File: src/hdl/bb3_pkg.sv
// ----------------------------------------------------------------------------
// bb3_pkg
// Shared types and constants of the 3x3 RGB box blur.
// ----------------------------------------------------------------------------
package bb3_pkg;

  localparam int CHAN_W      = 8;
  localparam int POS_W       = 10;
  localparam int CFG_DATA_W  = 11;
  localparam int CFG_IDX_W   = 1;
  localparam int SUM_W       = 12;
  localparam int RECIP_W     = 13;
  localparam int RECIP_SHIFT = 16;

  // floor(s / 9) == (s * RECIP) >> RECIP_SHIFT for every 9-tap sum of bytes
  localparam logic [RECIP_W-1:0] RECIP = 13'd7282;

  localparam logic [CHAN_W-1:0]     ALPHA_FULL      = 8'hFF;
  localparam logic [CFG_DATA_W-1:0] WIDTH_RST       = 11'd640;
  localparam logic [CFG_DATA_W-1:0] HEIGHT_RST      = 11'd480;
  localparam int                    DIM_MIN         = 3;
  localparam int                    MAX_WIDTH_DEF   = 1024;
  localparam int                    MAX_HEIGHT_DEF  = 1024;

  typedef enum logic [CFG_IDX_W-1:0] {
    REG_FRAME_WIDTH  = 1'b0,
    REG_FRAME_HEIGHT = 1'b1
  } cfg_reg_e;

  typedef struct packed {
    logic [CHAN_W-1:0] red;
    logic [CHAN_W-1:0] green;
    logic [CHAN_W-1:0] blue;
  } pixel_t;

  // up, middle, current row
  typedef pixel_t [2:0] column_t;

  typedef struct packed {
    pixel_t           pix;
    logic [POS_W-1:0] x;
    logic [POS_W-1:0] y;
    logic             last;
  } result_t;

endpackage

File: src/hdl/bb3_kernel.sv
// ----------------------------------------------------------------------------
// bb3_kernel
// 3x3 per-channel sum and divide by nine (reciprocal multiply, truncating).
// ----------------------------------------------------------------------------
module bb3_kernel (
  input  bb3_pkg::pixel_t [8:0] taps_i,
  output bb3_pkg::pixel_t       avg_o
);
  import bb3_pkg::*;

  localparam int PROD_W = SUM_W + RECIP_W;

  logic [SUM_W-1:0]  sum_r, sum_g, sum_b;
  logic [PROD_W-1:0] prod_r, prod_g, prod_b;

  always_comb begin
    sum_r = '0;
    sum_g = '0;
    sum_b = '0;
    for (int i = 0; i < 9; i++) begin
      sum_r = sum_r + SUM_W'(taps_i[i].red);
      sum_g = sum_g + SUM_W'(taps_i[i].green);
      sum_b = sum_b + SUM_W'(taps_i[i].blue);
    end
    prod_r = PROD_W'(sum_r) * PROD_W'(RECIP);
    prod_g = PROD_W'(sum_g) * PROD_W'(RECIP);
    prod_b = PROD_W'(sum_b) * PROD_W'(RECIP);
    avg_o.red   = prod_r[RECIP_SHIFT +: CHAN_W];
    avg_o.green = prod_g[RECIP_SHIFT +: CHAN_W];
    avg_o.blue  = prod_b[RECIP_SHIFT +: CHAN_W];
  end

endmodule

File: config.mk
export PLATFORM = sky130hd
export DESIGN_NAME = bb3_kernel
export DESIGN_NICKNAME = d
export VERILOG_FILES = /design/src/hdl/bb3_pkg.sv /design/src/hdl/bb3_kernel.sv
export SDC_FILE = /design/constraint.sdc
export NUM_CORES = 1
export LEC_CHECK = 0
export BUFFER_PORTS_ARGS = -buffer_cell sky130_fd_sc_hd__buf_4
export CELL_PAD_IN_SITES_DETAIL_PLACEMENT = 1
export CELL_PAD_IN_SITES_GLOBAL_PLACEMENT = 2
export CORE_UTILIZATION = 32
export DETAILED_ROUTE_END_ITERATION = 8
export PLACE_DENSITY = 0.85
export SLEW_MARGIN = 20
export SYNTH_ARGS = -nofsm -noshare
export SYNTH_HDL_FRONTEND = slang
export SYNTH_SLANG_ARGS = --single-unit
File: constraint.sdc
create_clock -name vclk -period 9.2
set_input_delay 0.92 -clock vclk [all_inputs]
set_output_delay 0.92 -clock vclk [all_outputs]
set_load 0.02 [all_outputs]
==> flow_metrics.py, run 1 <==
metrics = {
    "timing": {
        "timing.fmax_mhz": 106,
        "report.final.slew_viol_count": 0,
        "post-route-period-util_pct": 103,
        "setup_viol_count_final": 16,
        "relSlewSlack_pct": 72.7,
        "post-route-worst-setup-slack_ns": -0.270,
        "rsz_0062_raised_after_global_routing": "yes",
        "tightest_slew_ns": 0.405,
        "final.min_clock_period_ns": 9.47,
        "final-hold-violation-count": 0,
    },
    "run_status": {
        "violations_in_the_final_reports": "negative setup slack",
        "status": "finished, violations left",
    },
    "routing": {
        "antenna_left": 0,
        "num_vias": 9038,
        "drt-initial-drc-count": 155,
        "vias_cell": 4.47,
        "detail_route.wirelength_mm": 31.1,
        "detail_route.wl_per_cell_um": 15.4,
        "detailedRoute.firstPassIterationCount": 4,
        "drc_errors": 0,
    },
    "setup_path": {
        "start_kind": "primary input",
        "critPathLaunch": "taps_i[11]",
        "crit_path_frequent_cell": "sky130_fd_sc_hd__fa_1",
        "setup_cp_type": "primary input to primary output",
        "end_kind": "primary output",
        "cp_slowest_stage_delay_ns": 0.55,
        "cp_data_required_time_ns": 8.28,
        "cp.arrival_ns": 8.55,
        "critical_path.slowest_cell": "sky130_fd_sc_hd__fa_1",
        "critPathMaxFanout": 3,
    },
    "cells_and_area": {
        "seq_area_um2": 0,
        "n_clock_buffer": 0,
        "layout.sequential_cells": 0,
        "flow.area_growth_from_synthesis_pct": 40.2,
        "nets": 2261,
        "layout_common_cells": "sky130_fd_sc_hd__inv_1, sky130_fd_sc_hd__buf_4, sky130_fd_sc_hd__fa_1, sky130_fd_sc_hd__ha_1, sky130_fd_sc_hd__xnor2_1",
        "final_cell_count_no_fill": 2021,
        "layout.cells.most_common": "sky130_fd_sc_hd__inv_1",
        "final_layout_size_suffix_gt1_share_pct": 36.1,
        "num_antenna_cells": 0,
    },
    "die": {
        "fp-row-count": 68,
        "floorplan.die_area_um2": 35900,
        "initial_core_util_pct": 32.6,
        "coreArea_um2": 34500,
        "fp.dieH_um": 190,
        "number_of_ports_placed_on_the_die_boundary": 240,
        "die_w_um": 190,
    },
    "placement": {
        "finalWeightedCongestion": 0.853,
        "dpl.cell_count": 1989,
        "dp_hpwl_mm": 26.9,
        "place.port_buffers": 240,
    },
    "global_routing": {
        "grt_use_total_pct": 16.6,
        "grt_start_max_net_pins": 7,
        "initial_antenna_violation_count": 0,
        "first_global_vias": 10500,
        "grt_pass1_wl_mm": 48.8,
        "globalRoute.totalOverflow": 0,
    },
    "synthesis": {
        "syn-num-nets": 1866,
        "seq_area_frac_synth_pct": 0,
        "synth-warning-count": 0,
        "syn-mean-instance-area_um2": 9.60,
        "yosysUniqueCellTypes": 52,
        "post_syn_area_um2": 11300,
        "synth.area.top_cells": "sky130_fd_sc_hd__fa_1, sky130_fd_sc_hd__ha_1, sky130_fd_sc_hd__inv_1",
        "netlist.top_cell.by_area": "sky130_fd_sc_hd__fa_1",
        "synth_cells": 1173,
        "synthDominantCellAreaShare_pct": 41.8,
    },
    "clock_network": {
        "cts_hold_buffers": 0,
    },
    "min_path": {
        "hold_crit_class": "primary input to primary output",
        "worstHoldStart": "taps_i[135]",
        "hold-path-cell-count": 11,
        "hold-path-endpoint": "avg_o[15]",
    },
    "job": {
        "cap_violations": 0,
    },
}
[worst max-delay path, delay by kind of cell]
kind / cells / cell delay (ns)
AO/OA/AOI/OAI: 10 / 2.11
buffers and inverters: 10 / 0.58
XOR/XNOR: 2 / 0.28
adder cells (fa/ha/maj): 11 / 4.67
[cell type report]
cell class,count,area (um^2)
fillers,4006,18800
multi-input cells,755,10600
repair buffers,393,3030
inverters,418,1570
well taps,455,569
[per-stage QoR]
stage / setup TNS (ns) / setup WS (ns) / util, % / hold slack [ns] / cell area (um^2)
finish: -2.29 / -0.270 / 45.7 / 3.26 / 15800
global route: -8.74 / -0.584 / 45.7 / 3.36 / 15800
CTS: -2.20 / -0.256 / 44.3 / 3.26 / 15300
detailed placement: -8.47 / -0.674 / 42.3 / 3.26 / 14600
global placement: -4.37 / -0.410 / 42.3 / 3.24 / 14600
floorplan: -0.00297 / -0.00297 / - / 2.78 / 11300
[synthesized netlist by cell type (all sizes together) (2+ instances only)]
cell type  number
nor2           24
nor2b          10
o21ai          16
or3             2
fa            235
and4            3
a211oi          2
and3            3
maj3            2
nor4            2
nand4           5
o211ai          5
nand3           4
a31oi           3
ha            242
a21oi          25
nor3           10
a21boi          2
nand2b          5
and2            8
o31ai           2
inv           418
or2             3
xnor2          47
o41ai           2
xor2           31
o21a            8
o31a            2
a21o           23
nand2          14
[logic make-up (layout without fill, tap and decap cells)]
| group | count (synthesis) | count (layout) | share of synthesized area [%] |
|---|---|---|---|
| buffers and inverters | 418 | 811 | 13.9 |
| adder cells (fa/ha/maj) | 479 | 479 | 68.9 |
| AND/OR/NAND/NOR | 95 | 95 | 4.46 |
| AO/OA/AOI/OAI | 103 | 103 | 6.55 |
| XOR/XNOR | 78 | 78 | 6.20 |
[worst max path at each step]
stage | cells past startpoint | slack, ns | end
after floorplan | 35 | -0.003 | avg_o[13]
after global placement | 32 | -0.41 | avg_o[13]
after detailed placement | 36 | -0.67 | avg_o[21]
after CTS | 33 | -0.26 | avg_o[13]
after global routing | 34 | -0.58 | avg_o[5]
final | 33 | -0.27 | avg_o[13]
[metal layers]
layer	track usage [%]	vias to the layer above	part of all wire [%]
li1	-	4309	-
met2	32.9	157	56
met3	0.701	26	2.4
met1	20.1	4546	40
met5	0	-	0
met4	1.58	0	1.5
[what timing repair did]
action	in CTS	in global routing
setup buffers	24	11
pin swaps	111	72
resized for setup	114	83
endpoints found under the setup margin	24	24
cloned	0	0
Power of run 1 is left out: the tool's default activity adds up to more than one toggle a clock period on the data nets, which glitch-free logic cannot reach.
==> inputs of run 2 (changes only) <==
--- a/config.mk
+++ b/config.mk
@@ -5,12 +5,12 @@
 export SDC_FILE = /design/constraint.sdc
 export NUM_CORES = 1
 export LEC_CHECK = 0
-export BUFFER_PORTS_ARGS = -buffer_cell sky130_fd_sc_hd__buf_4
 export CELL_PAD_IN_SITES_DETAIL_PLACEMENT = 1
 export CELL_PAD_IN_SITES_GLOBAL_PLACEMENT = 2
-export CORE_UTILIZATION = 32
+export CORE_UTILIZATION = 38
 export DETAILED_ROUTE_END_ITERATION = 8
-export PLACE_DENSITY = 0.85
+export DONT_BUFFER_PORTS = 1
+export PLACE_DENSITY = 0.86
 export SLEW_MARGIN = 20
 export SYNTH_ARGS = -nofsm -noshare
 export SYNTH_HDL_FRONTEND = slang
==> run 2 against run 1 <==
- worst hold slack got worse by 0.085 ns
- worst setup slack improved by 0.084 ns
- die area down 16%
- highest routed layer unchanged
- sequential cell count unchanged
- non-clock buffer count is 251 lower
- first-iteration DRC count decreased by 19%
- fmax grew 0.90%
- core utilization is 1.7 points higher
- critical endpoint is now avg_o[5]
- the flow still finishes with violations (negative setup slack)
- cell area fell by 13%
- critical path depth grew 2
==> flow_metrics.py, run 2 (synthesized netlist as in run 1, its figures left out) <==
metrics = {
    "run_status": {
        "status": "finished, violations left",
        "violations_in_the_final_reports": "negative setup slack",
    },
    "cells_and_area": {
        "layout.sequential_cells": 0,
        "layout_common_cells": "sky130_fd_sc_hd__inv_1, sky130_fd_sc_hd__fa_1, sky130_fd_sc_hd__ha_1, sky130_fd_sc_hd__buf_4, sky130_fd_sc_hd__inv_2",
        "nets": 2010,
        "multi_input_area_um2": 10500,
        "layout.cells.most_common": "sky130_fd_sc_hd__inv_1",
        "final_cell_count_no_fill": 1699,
        "seq_area_um2": 0,
        "flow.area_growth_from_synthesis_pct": 21.7,
        "num_antenna_cells": 0,
        "final_layout_size_suffix_gt1_share_pct": 22.4,
        "num-fill-cells": 3258,
        "n_clock_buffer": 0,
    },
    "global_routing": {
        "grt_use_total_pct": 17.4,
        "globalRoute.totalOverflow": 0,
        "first_global_vias": 9405,
        "initial_antenna_violation_count": 0,
        "grt_start_max_net_pins": 7,
        "grt_pass1_wl_mm": 43.4,
    },
    "die": {
        "fp.dieH_um": 174,
        "floorplan.die_area_um2": 30300,
        "number_of_ports_placed_on_the_die_boundary": 240,
        "fp-row-count": 62,
        "die_w_um": 174,
        "initial_core_util_pct": 38.9,
        "coreArea_um2": 28900,
    },
    "min_path": {
        "hold_crit_class": "primary input to primary output",
    },
    "setup_path": {
        "crit_path_frequent_cell": "sky130_fd_sc_hd__fa_1",
        "cp.arrival_ns": 8.47,
        "end_kind": "primary output",
        "critical_path.slowest_cell": "sky130_fd_sc_hd__fa_1",
        "setup_cp_type": "primary input to primary output",
        "critPathMaxFanout": 3,
        "start_kind": "primary input",
        "cp_data_required_time_ns": 8.28,
        "cp_slowest_stage_delay_ns": 0.58,
    },
    "routing": {
        "detail_route.wirelength_mm": 27.0,
        "detailedRoute.firstPassIterationCount": 4,
        "antenna_left": 0,
        "drt-initial-drc-count": 125,
        "detail_route.wl_per_cell_um": 15.9,
        "num_vias": 8015,
        "vias_cell": 4.72,
        "drc_errors": 0,
    },
    "timing": {
        "final.min_clock_period_ns": 9.39,
        "timing.fmax_mhz": 107,
        "post-route-worst-setup-slack_ns": -0.186,
        "rsz_0062_raised_after_global_routing": "yes",
        "final-hold-violation-count": 0,
        "setup_viol_count_final": 16,
        "report.final.slew_viol_count": 0,
        "post-route-period-util_pct": 102,
        "relSlewSlack_pct": 64.7,
        "worst_hold_slack_ns": 3.17,
        "tightest_slew_ns": 0.525,
    },
    "placement": {
        "place.port_buffers": 0,
        "finalWeightedCongestion": 0.867,
        "dpl.cell_count": 1667,
        "dp_hpwl_mm": 23.9,
    },
    "job": {
        "cap_violations": 0,
    },
}
==> run 2: changes by cell type in the layout (fill, tap and decap cells not counted), moves of 3 or more <==
cell and delta:
sky130_fd_sc_hd__inv_8 +3, sky130_fd_sc_hd__inv_1 -4, sky130_fd_sc_hd__buf_4 -246, sky130_fd_sc_hd__ha_4 -9
sky130_fd_sc_hd__fa_2 -3, sky130_fd_sc_hd__ha_2 -7, sky130_fd_sc_hd__fa_1 +3, sky130_fd_sc_hd__ha_1 +16
sky130_fd_sc_hd__buf_6 -3
==> run 2: path summary, 6_finish.rpt <==
path	cells past startpoint	to	startpoint
min	10	avg_o[15]	taps_i[135]
max	35	avg_o[5]	taps_i[194]
==> run 2: critical path, delay by kind of cell <==
family / cells / cell delay [ns]
and+or+nand+nor: 2 / 0.28
AOI/OAI and AO/OA: 7 / 1.12
buffers and inverters: 11 / 0.89
xor gates and xnor gates: 3 / 0.52
adders and majority gates: 12 / 4.74
==> run 2: cell type report <==
class	count	area share, %
inverter	418	11.6
tap	384	3.51
multi-input combinational	755	76.7
timing repair buffer	142	8.14
==> run 2: metal layers <==
metal / part of all wire, % / vias to the layer above / wire length, um / track usage [%]
li1: - / 3805 / - / -
met1: 40 / 4022 / 10700 / 21.0
met2: 56 / 156 / 15100 / 34.6
met3: 2.1 / 32 / 575 / 0.700
met4: 2.1 / 0 / 554 / 2.23
met5: 0 / - / 0 / 0
==> run 2: repair_timing <==
item,in CTS,in global routing
endpoints found under the setup margin,24,24
buffers inserted,24,11
resized for setup,97,84
hold buffers,0,0
pin swaps,75,81
==> run 2: through the flow <==
stage               TNS (ns)  instance area (um^2)  util, %  setup WS, ns
detailed placement     -7.78                 12600     43.7        -0.695
CTS                    -1.53                 13200     45.8        -0.250
finish                 -1.60                 13700     47.3        -0.186
floorplan           -0.00297                 11300        -      -0.00297
global placement       -3.28                 12600     43.7        -0.377
global route           -9.15                 13700     47.3        -0.586
Power of run 2 is left out for the same reason.
